## config.mk

```make
export PLATFORM = sky130hd
export DESIGN_NAME = ffba_ctrl
export DESIGN_NICKNAME = d
export VERILOG_FILES = /design/src/sv/ffba_pkg.sv /design/src/sv/ffba_ctrl.sv
export VERILOG_INCLUDE_DIRS = /design/src /design/src/sv
export SDC_FILE = /design/constraint.sdc
export NUM_CORES = 1
export LEC_CHECK = 0
export BUFFER_PORTS_ARGS = -buffer_cell sky130_fd_sc_hd__buf_2
export CELL_PAD_IN_SITES_DETAIL_PLACEMENT = 0
export CELL_PAD_IN_SITES_GLOBAL_PLACEMENT = 1
export CORE_MARGIN = 5
export CORE_UTILIZATION = 46
export CTS_CLUSTER_SIZE = 14
export DETAILED_ROUTE_END_ITERATION = 10
export GPL_TIMING_DRIVEN = 0
export PLACE_DENSITY = 0.9
export SETUP_SLACK_MARGIN = 0.15
export SLEW_MARGIN = 30
export SYNTH_ARGS = -nofsm -noshare
export SYNTH_HDL_FRONTEND = slang
export SYNTH_SLANG_ARGS = --single-unit
```

## constraint.sdc

```tcl
create_clock -name clk -period 11.6 [get_ports clk]
set_input_delay 1.16 -clock clk [delete_from_list [all_inputs] [get_ports clk]]
set_output_delay 1.16 -clock clk [all_outputs]
set_load 0.1 [all_outputs]
```

## src/sv/first_fit_block_allocator_defines.svh

```systemverilog
`ifndef FIRST_FIT_BLOCK_ALLOCATOR_DEFINES_SVH
`define FIRST_FIT_BLOCK_ALLOCATOR_DEFINES_SVH

// property that must hold at every clock edge out of reset
`define FFBA_ASSERT_ALWAYS(lbl, expr, msg) \
    lbl: assert property (@(posedge clk) disable iff (!rst_n) (expr)) else $error(msg);

// consequent must hold in the cycle after the antecedent
`define FFBA_ASSERT_NEXT(lbl, ante, cons, msg) \
    lbl: assert property (@(posedge clk) disable iff (!rst_n) (ante) |=> (cons)) \
        else $error(msg);

`endif

```

## src/sv/ffba_pkg.sv

```systemverilog
`default_nettype none

package ffba_pkg;

    localparam int ADDR_W           = 22;
    localparam int MAX_BLOCKS_DEF   = 256;
    localparam int HEADER_BYTES_DEF = 8;
    localparam int PAD_BYTES_DEF    = 4;
    localparam int CFG_IDX_W        = 1;

    localparam logic [ADDR_W-1:0] HEAP_START_RST = 22'd0;
    localparam logic [ADDR_W-1:0] HEAP_LIMIT_RST = 22'd4063232;

    typedef logic [ADDR_W-1:0] addr_t;

    typedef enum logic [0:0] {
        OP_ALLOC = 1'b0,
        OP_FREE  = 1'b1
    } op_t;

    typedef enum logic [1:0] {
        OUTC_DONE     = 2'd0,
        OUTC_ZERO     = 2'd1,
        OUTC_NOMEM    = 2'd2,
        OUTC_NOTFOUND = 2'd3
    } outcome_t;

    typedef enum logic [CFG_IDX_W-1:0] {
        CFG_HEAP_START = 1'b0,
        CFG_HEAP_LIMIT = 1'b1
    } cfg_idx_t;

    typedef enum logic [1:0] {
        ST_IDLE,
        ST_SCAN,
        ST_APPEND,
        ST_DONE
    } state_t;

    typedef struct packed {
        op_t   op;
        addr_t request_size;
        addr_t payload_address;
    } in_item_t;

    typedef struct packed {
        addr_t    granted_address;
        outcome_t outcome;
        addr_t    bytes_used;
    } out_item_t;

    typedef struct packed {
        addr_t origin;
        addr_t length;
        logic  busy;
    } entry_t;

    typedef struct packed {
        addr_t heap_start;
        addr_t heap_limit;
    } cfg_t;

endpackage

`default_nettype wire

```

## src/sv/ffba_ctrl.sv

```systemverilog
`default_nettype none
`include "first_fit_block_allocator_defines.svh"

module ffba_ctrl #(
    parameter int MAX_BLOCKS   = ffba_pkg::MAX_BLOCKS_DEF,
    parameter int HEADER_BYTES = ffba_pkg::HEADER_BYTES_DEF,
    parameter int PAD_BYTES    = ffba_pkg::PAD_BYTES_DEF,
    parameter int IDX_W        = $clog2(MAX_BLOCKS)
) (
    input  logic                  clk,
    input  logic                  rst_n,
    input  ffba_pkg::cfg_t        cfg,
    input  logic                  in_valid,
    output logic                  in_ready,
    input  ffba_pkg::in_item_t    in_item,
    output logic                  out_valid,
    input  logic                  out_ready,
    output ffba_pkg::out_item_t   out_item,
    output logic                  rd_en,
    output logic [IDX_W-1:0]      rd_addr,
    input  ffba_pkg::entry_t      rd_data,
    output logic                  wr_en,
    output logic [IDX_W-1:0]      wr_addr,
    output ffba_pkg::entry_t      wr_data
);
    import ffba_pkg::*;

    localparam int CNT_W = $clog2(MAX_BLOCKS + 1);
    localparam logic [CNT_W-1:0]  MaxCnt  = CNT_W'(MAX_BLOCKS);
    localparam logic [ADDR_W-1:0] HdrW    = ADDR_W'(HEADER_BYTES);
    localparam logic [ADDR_W-1:0] ExtraW  = ADDR_W'(HEADER_BYTES + PAD_BYTES);
    localparam logic [ADDR_W-1:0] AddrMax = {ADDR_W{1'b1}};

    state_t            state_reg, state_next;
    in_item_t          req_reg, req_next;
    out_item_t         res_reg, res_next;
    out_item_t         out_reg, out_next;
    logic              out_valid_reg, out_valid_next;
    logic [CNT_W-1:0]  total_reg, total_next;
    logic [CNT_W-1:0]  rd_idx_reg, rd_idx_next;
    logic              pend_reg, pend_next;
    logic [IDX_W-1:0]  pend_idx_reg, pend_idx_next;
    addr_t             append_reg, append_next;
    addr_t             used_reg, used_next;

    logic              is_alloc;
    logic              hit;
    logic [ADDR_W:0]   free_key;
    addr_t             used_add_hit;
    addr_t             used_sub_hit;
    logic [ADDR_W:0]   hdr;
    logic [ADDR_W+1:0] hdr_end;
    logic [ADDR_W+1:0] append_sum;
    addr_t             used_add_new;
    logic              no_room;

    function automatic addr_t sat_add(input addr_t base, input addr_t len);
        logic [ADDR_W+1:0] s;
        s = {2'b00, base} + {2'b00, len} + {2'b00, ExtraW};
        return (s > {2'b00, AddrMax}) ? AddrMax : s[ADDR_W-1:0];
    endfunction

    function automatic addr_t floor_sub(input addr_t base, input addr_t len);
        logic [ADDR_W:0] d;
        d = {1'b0, len} + {1'b0, ExtraW};
        return ({1'b0, base} > d) ? addr_t'({1'b0, base} - d) : '0;
    endfunction

    always_ff @(posedge clk or negedge rst_n)
    begin
        if (!rst_n)
        begin
            state_reg     <= ST_IDLE;
            out_valid_reg <= 1'b0;
            total_reg     <= '0;
            append_reg    <= '0;
            used_reg      <= '0;
            pend_reg      <= 1'b0;
        end
        else
        begin
            state_reg     <= state_next;
            out_valid_reg <= out_valid_next;
            total_reg     <= total_next;
            append_reg    <= append_next;
            used_reg      <= used_next;
            pend_reg      <= pend_next;
        end
    end

    always_ff @(posedge clk)
    begin
        req_reg      <= req_next;
        res_reg      <= res_next;
        out_reg      <= out_next;
        rd_idx_reg   <= rd_idx_next;
        pend_idx_reg <= pend_idx_next;
    end

    // datapath shared by the scan and append steps
    always_comb
    begin
        is_alloc     = (req_reg.op == OP_ALLOC);
        free_key     = {1'b0, rd_data.origin} + {1'b0, HdrW};
        used_add_hit = sat_add(used_reg, rd_data.length);
        used_sub_hit = floor_sub(used_reg, rd_data.length);
        if (is_alloc)
        begin
            hit = pend_reg && !rd_data.busy && (rd_data.length >= req_reg.request_size);
        end
        else
        begin
            hit = pend_reg && rd_data.busy && (free_key == {1'b0, req_reg.payload_address});
        end
        hdr          = {1'b0, cfg.heap_start} + {1'b0, append_reg};
        hdr_end      = {1'b0, hdr} + {2'b00, req_reg.request_size} + {2'b00, HdrW};
        append_sum   = {2'b00, append_reg} + {2'b00, req_reg.request_size}
                       + {2'b00, ExtraW};
        used_add_new = sat_add(used_reg, req_reg.request_size);
        no_room      = (total_reg >= MaxCnt) || (hdr_end >= {2'b00, cfg.heap_limit});
    end

    always_comb
    begin
        state_next     = state_reg;
        req_next       = req_reg;
        res_next       = res_reg;
        out_next       = out_reg;
        out_valid_next = out_valid_reg;
        total_next     = total_reg;
        rd_idx_next    = rd_idx_reg;
        pend_next      = pend_reg;
        pend_idx_next  = pend_idx_reg;
        append_next    = append_reg;
        used_next      = used_reg;
        in_ready       = (state_reg == ST_IDLE);
        rd_en          = 1'b0;
        rd_addr        = rd_idx_reg[IDX_W-1:0];
        wr_en          = 1'b0;
        wr_addr        = pend_idx_reg;
        wr_data        = rd_data;

        if (out_valid_reg && out_ready)
        begin
            out_valid_next = 1'b0;
        end

        case (state_reg)
            ST_IDLE:
            begin
                if (in_valid)
                begin
                    req_next    = in_item;
                    rd_idx_next = '0;
                    pend_next   = 1'b0;
                    if (in_item.op == OP_ALLOC && in_item.request_size == '0)
                    begin
                        res_next   = '{granted_address: '0, outcome: OUTC_ZERO,
                                       bytes_used: used_reg};
                        state_next = ST_DONE;
                    end
                    else
                    begin
                        state_next = ST_SCAN;
                    end
                end
            end
            ST_SCAN:
            begin
                if (hit)
                begin
                    wr_en        = 1'b1;
                    wr_data.busy = is_alloc;
                    pend_next    = 1'b0;
                    state_next   = ST_DONE;
                    if (is_alloc)
                    begin
                        used_next = used_add_hit;
                        res_next  = '{granted_address: free_key[ADDR_W-1:0],
                                      outcome: OUTC_DONE, bytes_used: used_add_hit};
                    end
                    else
                    begin
                        used_next = used_sub_hit;
                        res_next  = '{granted_address: '0, outcome: OUTC_DONE,
                                      bytes_used: used_sub_hit};
                    end
                end
                else if (rd_idx_reg < total_reg)
                begin
                    rd_en         = 1'b1;
                    pend_next     = 1'b1;
                    pend_idx_next = rd_idx_reg[IDX_W-1:0];
                    rd_idx_next   = rd_idx_reg + 1'b1;
                end
                else
                begin
                    pend_next = 1'b0;
                    if (is_alloc)
                    begin
                        state_next = ST_APPEND;
                    end
                    else
                    begin
                        res_next   = '{granted_address: '0, outcome: OUTC_NOTFOUND,
                                       bytes_used: used_reg};
                        state_next = ST_DONE;
                    end
                end
            end
            ST_APPEND:
            begin
                state_next = ST_DONE;
                if (no_room)
                begin
                    res_next = '{granted_address: '0, outcome: OUTC_NOMEM,
                                 bytes_used: used_reg};
                end
                else
                begin
                    wr_en       = 1'b1;
                    wr_addr     = total_reg[IDX_W-1:0];
                    wr_data     = '{origin: hdr[ADDR_W-1:0],
                                    length: req_reg.request_size, busy: 1'b1};
                    total_next  = total_reg + 1'b1;
                    append_next = (append_sum > {2'b00, AddrMax}) ? AddrMax
                                                                : append_sum[ADDR_W-1:0];
                    used_next   = used_add_new;
                    res_next    = '{granted_address: ADDR_W'(hdr + {1'b0, HdrW}),
                                    outcome: OUTC_DONE, bytes_used: used_add_new};
                end
            end
            ST_DONE:
            begin
                if (!out_valid_reg || out_ready)
                begin
                    out_next       = res_reg;
                    out_valid_next = 1'b1;
                    state_next     = ST_IDLE;
                end
            end
            default:
            begin
                state_next = ST_IDLE;
            end
        endcase
    end

    assign out_valid = out_valid_reg;
    assign out_item  = out_reg;

    `FFBA_ASSERT_ALWAYS(a_total_bound, total_reg <= MaxCnt, "block count above table depth")
    `FFBA_ASSERT_ALWAYS(a_write_state, !wr_en || state_reg == ST_SCAN || state_reg == ST_APPEND,
        "table written outside scan or append")
    `FFBA_ASSERT_ALWAYS(a_scan_bound, state_reg != ST_SCAN || rd_idx_reg <= total_reg,
        "scan index past block count")
    `FFBA_ASSERT_NEXT(a_accept_busy, in_valid && in_ready, state_reg != ST_IDLE,
        "accepted item did not start")
    `FFBA_ASSERT_NEXT(a_total_step, state_reg != ST_APPEND,
        total_reg == $past(total_reg), "block count changed outside append")

endmodule

`default_nettype wire

```

# Yosys cells after proc, flatten, opt, wreduce, memory -nomap -nowiden
# Index checks and enable logic that the tools add are counted.
[totals]
reg_bits = 211
inputBits = 138
out_inout_bits = 111
word_cells = 126
[op_classes]
addsub = 15
n_lt_le_gt_ge = 8
eq_ne = 13
mux = 45
n_bitwise = 4
n_reduce_logical = 24
[ops]
columns = ["operator", "n"]
rows = [
  ["$mux W46", 7],
  ["$mux W22", 7],
  ["$pmux W46 S3", 1],
  ["$add A22 B22 Y23", 4],
  ["$add A23 B4 Y24 const B", 3],
  ["$gt A24 B22 Y1 const B", 3],
  ["$add A22 B4 Y23 const B", 2],
  ["$mux W45", 1],
  ["$mux W44", 1],
  ["$pmux W22 S2", 1],
  ["$mux W9", 3],
  ["$add A23 B22 Y24", 1],
  ["$add A24 B4 Y24 const B", 1],
  ["$ge A24 B22 Y1", 1],
  ["$eq A23 B22 Y1", 1],
  ["$gt A22 B23 Y1", 1],
  ["$add A22 B4 Y22 const B", 1],
  ["$ge A22 B22 Y1", 1],
  ["$logic_not A22 Y1", 1],
  ["$sub A22 B22 Y22", 1],
  ["$add A9 B1 Y9 const B", 2],
  ["$pmux W9 S2", 1],
  ["$mux W8", 2],
  ["$mux W1", 12],
  ["other kinds (21)", 50],
]

# Depth between registers and ports, before layout
# Gate-level depths: netlist (run 1).
[depth]
word_depth = 7
depth_mapped = 30
ltp_nobuf = 29

# Least setup slack after synthesis (run 1)
# No wires, ideal clock.
[synth_path]
path_kind = "input port to flip-flop"
startpoint = "input rd_data[26] (netlist name)"
endpoint = "register res_reg[0] (netlist name) (enable)"
setup_time_ns = 0.696
arrival_time_ns = 11.301
required_time_ns = 10.904
setup_slack_ns = -0.397
cell_stages = 10
n_path_buf = 0
path_cell_list = "ha_1 > and4_1 > nor4b_4 > and4_1 > xnor3_1 > or4b_4 > nor4_4 > nor3_2 > o21a_1 > a2111oi_0"
[synth_via]
elab_chain_cells = 6
elab_cells_between_ends = 7
classes_between = "1 x add/sub; 3 x eq/ne; 1 x mux; 2 x reduce/logical"
[synth_lines]
columns = ["item", "line", "rtl"]
rows = [
  ["from (decl)", "ffba_ctrl.sv:21", "input ffba_pkg::entry_t rd_data,"],
  ["$add A22 B4 Y23 *", "ffba_ctrl.sv:104", "free_key = {1'b0, rd_data.origin} + {1'b0, HdrW};"],
  ["$eq A23 B22 Y1 *", "ffba_ctrl.sv:113", "hit = pend_reg && rd_data.busy && (free_key == {1'b0, req_reg.payload_address});"],
  ["$logic_and A1 B1 Y1 *", "ffba_ctrl.sv:113", ""],
  ["$mux W1 *", "ffba_ctrl.sv:107", "if (is_alloc)"],
  ["$ne A3 B3 Y1 (no line)", "--", ""],
  ["$reduce_and A5 Y1 (no line) *", "--", ""],
  ["to (signal assigned)", "ffba_ctrl.sv:94", "res_reg <= res_next;"],
  ["to (decl)", "ffba_ctrl.sv:36", "out_item_t res_reg, res_next;"],
]
# Mark *: on every way between the ends. The rest lies on a longest branch, timed or not.
# A chain may end at the register's enable or synchronous reset.

# Worst setup path after layout (run 1)
[layout_path]
startpoint = "input cfg[22] (netlist name)"
endpoint = "output wr_en"
[layout_via]
elab_chain_cells = 7
[layout_lines]
columns = ["item", "line", "rtl"]
rows = [
  ["from (decl)", "ffba_ctrl.sv:12", "input ffba_pkg::cfg_t cfg,"],
  ["$add A22 B22 Y23", "ffba_ctrl.sv:115", "hdr = {1'b0, cfg.heap_start} + {1'b0, append_reg};"],
  ["$add A23 B22 Y24", "ffba_ctrl.sv:116", "hdr_end = {1'b0, hdr} + {2'b00, req_reg.request_size} + {2'b00, HdrW};"],
  ["$add A24 B4 Y24", "ffba_ctrl.sv:116", ""],
  ["$ge A24 B22 Y1", "ffba_ctrl.sv:120", "no_room = (total_reg >= MaxCnt) || (hdr_end >= {2'b00, cfg.heap_limit});"],
  ["$logic_or A1 B1 Y1", "ffba_ctrl.sv:120", ""],
  ["$mux W1", "ffba_ctrl.sv:214", "if (no_room)"],
  ["$pmux W1 S2", "ffba_ctrl.sv:148", "case (state_reg)"],
  ["to (decl)", "ffba_ctrl.sv:22", "output logic wr_en,"],
]
# Every way passes these cells.

==> out/metrics.cfg, run 1 <==
[timing]
rsz0062_at_grt=false
worst_slack_ns=0.558
post-route-period-util_pct=95.2
hold_viol_final=0
period_needed_ns=11.04
slew_headroom_pct=23.8
finalSetupViolCount=0
clock_skew_ns=0.0300
fmaxAchievable_ghz=0.0906
slew_violations=0
worstMarginPinSlew_ns=1.11

[cells_and_area]
area_growth_pct=14.8
regArea_um2=6050
finalInstanceArea_um2=22000
nFillCells=3738
layout-drive-gt1-share_pct=14.4
multi_input_area_um2=12300
stdcell_count=2952
nNetsFinal=2821

[global_routing]
grt_pass1_wl_um=100000
track_usage_pct=27.3
antenna_found_initial=3
grt_max_degree=46
grt_pass1_vias=17600
grt_overflow_total=0

[clock_network]
cts-root-buf=clkbuf_16
cts_buffer_depth=3
cts.clk_slew.worst_paths_ns=0.06
h-tree-depth=1
cts_sinks=211
cts_setup_buffers=0
clk_latency_ns=0.56
cts_buffers=25
cts_hold_buf=0
cts_tree=built

[floorplanning]
die_w_um=214
ios=249
placementRows=74
die_h_um=214
start_util_pct=46.8
core_um2=41000
dieArea_um2=45900

[setup_path]
cpPeakStageDelay_ns=0.67
slowest_stage=nand3_1
path_delay_family=compound AO/OA/AOI/OAI gates
start_kind=primary input
cp_max_fo=10
rr_worst_depth=29
worst_path_most_repeated_cell=ha_1
cp_num_buf_inv=5
required_ns=10.44
r2r-start=append_reg[0]
path_class=primary input to output pin
worstSetupEndpointType=output pin
reg2reg_setup_slack_ns=2.75
cp.arrival_ns=9.88
r2r_end=used_reg[19]

[synth]
synth_flop_cell=edfxtp_1
ys_top_cells_by_area=edfxtp_1, ha_1, dfrtp_1, xnor2_1, o21ai_0
synthesis.area_um2=19200
syn_area_per_cell_um2=9.05
synthesis.instances=2120
synth_common_cells=ha_1, nand2_1, nor2_1, edfxtp_1, o21ai_0
syn_nets=2543
synth_top_area_share_pct=24.1
ys_ff_latch=211
yosysSeqAreaShare_pct=31.5
async_reset_ff_share_pct=27.0
synth_edf_count=154
yosysUniqueCellTypes=76
yosysMostFrequentCell=ha_1
synth_warnings=0
yosys.area.top_type=edfxtp_1

[route]
vias_per_cell=5.99
postRouteAntennaNets=0
drt-total-wl_um=66100
drc=0
dr.pass1.iters=5
wire_per_inst_um=22.4
via_count=17700
drt_iter0_drc=1160

[pwr]
p_total_mw=6.70
p_per_area_nw_per_um2=304
irDropWorstVdd_mv=0.222
p_leak_nw=9.76

[placed_design]
placedCellCount=2903
dp.final_hpwl_um=53700
gp_congestion=0.952
dp_slack_ns=0.470
io_buffers=239
placed_area_um2=21200

[hold_path]
worstHoldPathCells=0
worstHoldStart=res_reg[28]
min_path_type=flop to flop
min_to=out_item[28]

[run_status]
status=finished, final reports clean

[job]
drv_cap=0

## cell families after synthesis
| kind of cell | Yosys count | synth area share [%] |
|---|---|---|
| mux | 17 | 0.939 |
| xor+xnor | 181 | 8.41 |
| compound gates | 608 | 20.6 |
| fa+ha+maj | 285 | 18.8 |
| buf+inv | 207 | 4.29 |
| simple gates | 611 | 15.4 |
| flops | 211 | 31.5 |
## layer usage
layer	part of all wire (%)	GRT usage [%]
met1	41	35.0
met2	48	46.8
met3	6.0	2.72
met4	5.0	12.3
met5	0	0
## cells in the final DEF, fill, tap and decap left out, drive strengths merged, types with 30 or more instances in the layout
master    n
nor3     43
nand4    31
o21a     32
ha      279
a21o     63
xor2     65
dfrtp    57
a21oi   136
nor2    155
xnor2   114
o211ai   34
inv     134
edfxtp  154
buf     270
nand3    51
o21ai   150
clkbuf   84
nand2b   30
nand2   186
## timing repair
item,in CTS,in global routing
endpoints found under the hold margin,0,0
endpoints found under the setup margin,0,3
resized for setup,0,1
## area by class of cell
| cell class | count | share of cell area (%) |
|---|---|---|
| antenna | 3 | 0.0341 |
| buffer | 75 | 1.49 |
| clock buffer | 28 | 2.94 |
| clock inverter | 18 | 0.813 |
| inverter | 132 | 2.25 |
| multi-input combinational | 1702 | 56.1 |
| sequential | 211 | 27.5 |
| tap | 532 | 3.02 |
| timing repair buffer | 251 | 5.87 |
## power breakdown
part	switching, mW	internal, mW	total (mW)	leakage [nW]
registers	0.216	1.19	1.41	2.12
logic	2.99	1.50	4.49	7.25
clock network	0.348	0.453	0.801	0.396
## stage by stage
stage / hold slack [ns] / TNS, ns / utilization [%]
floorplan: 0.400 / 0 / -
CTS: 0.413 / 0 / 53.6
finish: 0.413 / 0 / 53.7
detailed placement: 0.405 / 0 / 51.6
global route: 0.417 / 0 / 53.7
global placement: 0.400 / -60.43 / 51.3
## worst max path at each step
stage                      startpoint          end  slack, ns  cells after the start
after floorplan               cfg[22]   wr_addr[7]       1.56                     28
after global placement    rd_data[26]  res_reg[19]      -1.32                     11
after detailed placement      cfg[22]        wr_en       0.47                     31
after CTS                     cfg[22]        wr_en       0.43                     31
after global routing          cfg[22]        wr_en       0.28                     31
final                         cfg[22]        wr_en       0.56                     31
Power figures use the tool's default switching activity.
==> inputs of run 2 (changes only) <==
- ABC_AREA: not set -> 1
- CORE_UTILIZATION: 46 -> 44
==> out/metrics.cfg, run 2 <==
[run_status]
status=finished, final reports clean  ; unchanged

[pwr]
p_total_mw=6.31  ; was 6.70 mW
internal_power_mw=2.81  ; was 3.15 mW
power_switching_mw=3.49  ; was 3.55 mW
p_per_area_nw_per_um2=253  ; was 304 nW/µm²
irDropWorstVdd_mv=0.139  ; was 0.222 mV
clock_power_share_pct=12.9  ; was 12.0%
p_seq_share_pct=23.4  ; was 21.0%
p_sw_share_pct=55.4  ; was 53.0%
power_frac_comb_pct=63.7  ; was 67.0%
p_leak_nw=12.7  ; was 9.76 nW

[clock_network]
cts_hold_buf=0  ; unchanged
cts_sinks=211  ; unchanged
h-tree-depth=1  ; unchanged
cts_setup_buffers=0  ; unchanged
cts_resized=0  ; unchanged
clk_latency_ns=0.56  ; about the same
cts_buffers=24  ; was 25
cts-root-buf=clkbuf_16  ; unchanged
cts_tree=built  ; unchanged
cts.clk_slew.worst_paths_ns=0.06  ; about the same
cts_buffer_depth=3  ; unchanged

[synth]
synth_common_cells=nand2_1, inv_1, nand3_1, ha_1, nor2_1  ; was ha_1, nand2_1, nor2_1, edfxtp_1, o21ai_0
synthesis.instances=3166  ; was 2120
yosysMostFrequentCell=nand2_1  ; was ha_1
syn_area_per_cell_um2=6.92  ; was 9.05 µm²
yosysUniqueCellTypes=50  ; was 76
yosysSeqAreaShare_pct=27.6  ; was 31.5%
syn_nets=3589  ; was 2543
synth_top_area_share_pct=21.1  ; was 24.1%
ys_ff_latch=211  ; unchanged
synth_flop_cell=edfxtp_1  ; unchanged
synth_top_family_by_area=simple AND/OR/NAND/NOR gates  ; was compound AO/OA/AOI/OAI gates
synthesis.area_um2=21900  ; was 19200 µm²
ys_top_cells_by_area=edfxtp_1, ha_1, nand2_1, nand3_1, dfrtp_1  ; was edfxtp_1, ha_1, dfrtp_1, xnor2_1, o21ai_0
synth_adder_area_share_pct=16.5  ; was 18.8%
synthSimpleGateAreaFrac_pct=32.9  ; was 15.4%
synth_warnings=0  ; unchanged
async_reset_ff_share_pct=27.0  ; unchanged
synth_mux_area_share_pct=0  ; was 0.939%
yosys.area.top_type=edfxtp_1  ; unchanged
yosys.area_share.xor_xnor_pct=4.63  ; was 8.41%
synth_compound_area_share_pct=9.86  ; was 20.6%
synth_edf_count=154  ; unchanged

[placed_design]
placedCellCount=4086  ; was 2903
io_buffers=248  ; was 239
gp_congestion=0.998  ; was 0.952
dp.final_hpwl_um=67900  ; was 53700 µm

[timing]
tns_ns=0  ; unchanged
slew_headroom_pct=39.0  ; was 23.8%
clock_skew_ns=0.0295  ; was 0.0300 ns
hold_viol_final=0  ; unchanged
finalSetupViolCount=0  ; unchanged
fmaxAchievable_ghz=0.105  ; was 0.0906 GHz
post-route-period-util_pct=82.2  ; was 95.2%
worstMarginPinSlew_ns=0.915  ; was 1.11 ns
slew_violations=0  ; unchanged
rsz0062_at_grt=false  ; unchanged
hold_ws_ns=0.411  ; was 0.413 ns
period_needed_ns=9.53  ; was 11.04 ns

[setup_path]
rr_worst_depth=31  ; was 29
cp_num_buf_inv=6  ; was 5
required_ns=10.44  ; about the same
path_delay_family=simple AND/OR/NAND/NOR gates  ; was compound AO/OA/AOI/OAI gates
crit_cells=32  ; was 31
r2r-start=append_reg[0]  ; unchanged
start_kind=primary input  ; unchanged
cp_max_fo=10  ; unchanged
r2r_end=res_reg[37]  ; was used_reg[19]
path_class=primary input to output pin  ; unchanged
cp.arrival_ns=8.37  ; was 9.88 ns
worstSetupEndpointType=output pin  ; unchanged
reg2reg_setup_slack_ns=4.66  ; was 2.75 ns
slowest_stage=nor2_1  ; was nand3_1
cpPeakStageDelay_ns=0.64  ; was 0.67 ns
worst_path_most_repeated_cell=nand2_1  ; was ha_1

[global_routing]
grt_overflow_total=0  ; unchanged
antenna_found_initial=1  ; was 3
grt_pass1_wl_um=123000  ; was 100000 µm
grt_pass1_vias=21400  ; was 17600
track_usage_pct=29.5  ; was 27.3%
grt_max_degree=46  ; unchanged

[floorplanning]
dieArea_um2=54300  ; was 45900 µm²
start_util_pct=44.7  ; was 46.8%
die_h_um=233  ; was 214 µm
core_um2=49100  ; was 41000 µm²
die_w_um=233  ; was 214 µm
placementRows=81  ; was 74
ios=249  ; unchanged

[hold_path]
worstHoldStart=res_reg[34]  ; was res_reg[28]
min_path_type=flop to flop  ; unchanged
worstHoldPathCells=0  ; unchanged
min_to=out_item[34]  ; was out_item[28]

[route]
drt-total-wl_um=83000  ; was 66100 µm
drc=0  ; unchanged
wire_per_inst_um=20.1  ; was 22.4 µm
dr.pass1.iters=8  ; was 5
postRouteAntennaNets=0  ; unchanged
drt_iter0_drc=2378  ; was 1160
via_count=23000  ; was 17700
vias_per_cell=5.56  ; was 5.99

[cells_and_area]
layout-drive-gt1-share_pct=10.2  ; was 14.4%
final_util_pct=50.9  ; was 53.7%
final_cell_mix=nand2_1, inv_1, nand3_1, ha_1, buf_2  ; was ha_1, buf_2, nand2_1, nor2_1, edfxtp_1
area_growth_pct=13.9  ; was 14.8%
final_common_cell=nand2_1  ; was ha_1
nNetsFinal=3871  ; was 2821
stdcell_count=4131  ; was 2952

[job]
drv_cap=0  ; unchanged

[run 2: cell count changes after synthesis, sizes merged, moves of 28 or more]
cell and delta:
a21o -59, a21oi +42, and3 -28, inv +251
nand2 +750, nand2b -29, nand3 +304, nand4 +55
nor2 +58, o211ai -29, o21ai +43, xnor2 -68
[run 2: cells by family (layout without fill, tap and decap cells)]
group | count (synthesis) | count (layout)
compound gates | 411 | 411
buf+inv | 470 | 770
other cells | 0 | 1
fa+ha+maj | 285 | 285
flops | 211 | 211
xor+xnor | 115 | 115
simple gates | 1674 | 1674
[run 2: worst max-delay path by stage]
stage | startpoint | end | slack, ns
3_5_place_dp | cfg[22] | wr_data[22] | 2.33
5_1_grt | cfg[22] | wr_data[22] | 1.69
3_3_place_gp | cfg[22] | wr_data[22] | 2.34
2_1_floorplan | cfg[22] | wr_addr[7] | 2.95
6_report | cfg[22] | wr_data[22] | 2.07
4_1_cts | cfg[22] | wr_data[22] | 2.30
[run 2: per-layer routing]
| layer | global-route usage [%] | share of wire (%) | vias to the layer above |
|---|---|---|---|
| met3 | 4.97 | 9.4 | 189 |
| li1 | - | - | 11200 |
| met4 | 11.4 | 4.6 | 0 |
| met1 | 40.0 | 42 | 10600 |
| met5 | 0 | 0 | - |
| met2 | 47.2 | 44 | 994 |
[run 2: power by group through the flow]
stage                     Sequential, mW  Combinational [mW]  Clock [mW]
after global placement              1.49                3.90           0
after floorplan                     1.63                2.68           0
after global routing                1.48                4.45       0.853
after CTS                           1.46                3.99       0.823
final                               1.48                4.02       0.811
after detailed placement            1.48                3.96           0
[run 2: cell type report]
class                      count  area (µm²)
antenna                        1        2.50
buffer                        86         413
clock buffer                  30         643
clock inverter                14         198
fill                        5112       24100
inverter                     384        1450
multi-input combinational   2485       14000
sequential                   211        6050
tap                          664         831
timing repair buffer         256        1360
[run 2: metrics by stage]
step | area (µm²) | setup WS (ns)
2_1_floorplan | 21900 | 2.95
3_3_place_gp | 24000 | 2.34
3_5_place_dp | 24100 | 2.33
4_1_cts | 24900 | 2.30
5_1_grt | 24900 | 1.69
6_report | 25000 | 2.07
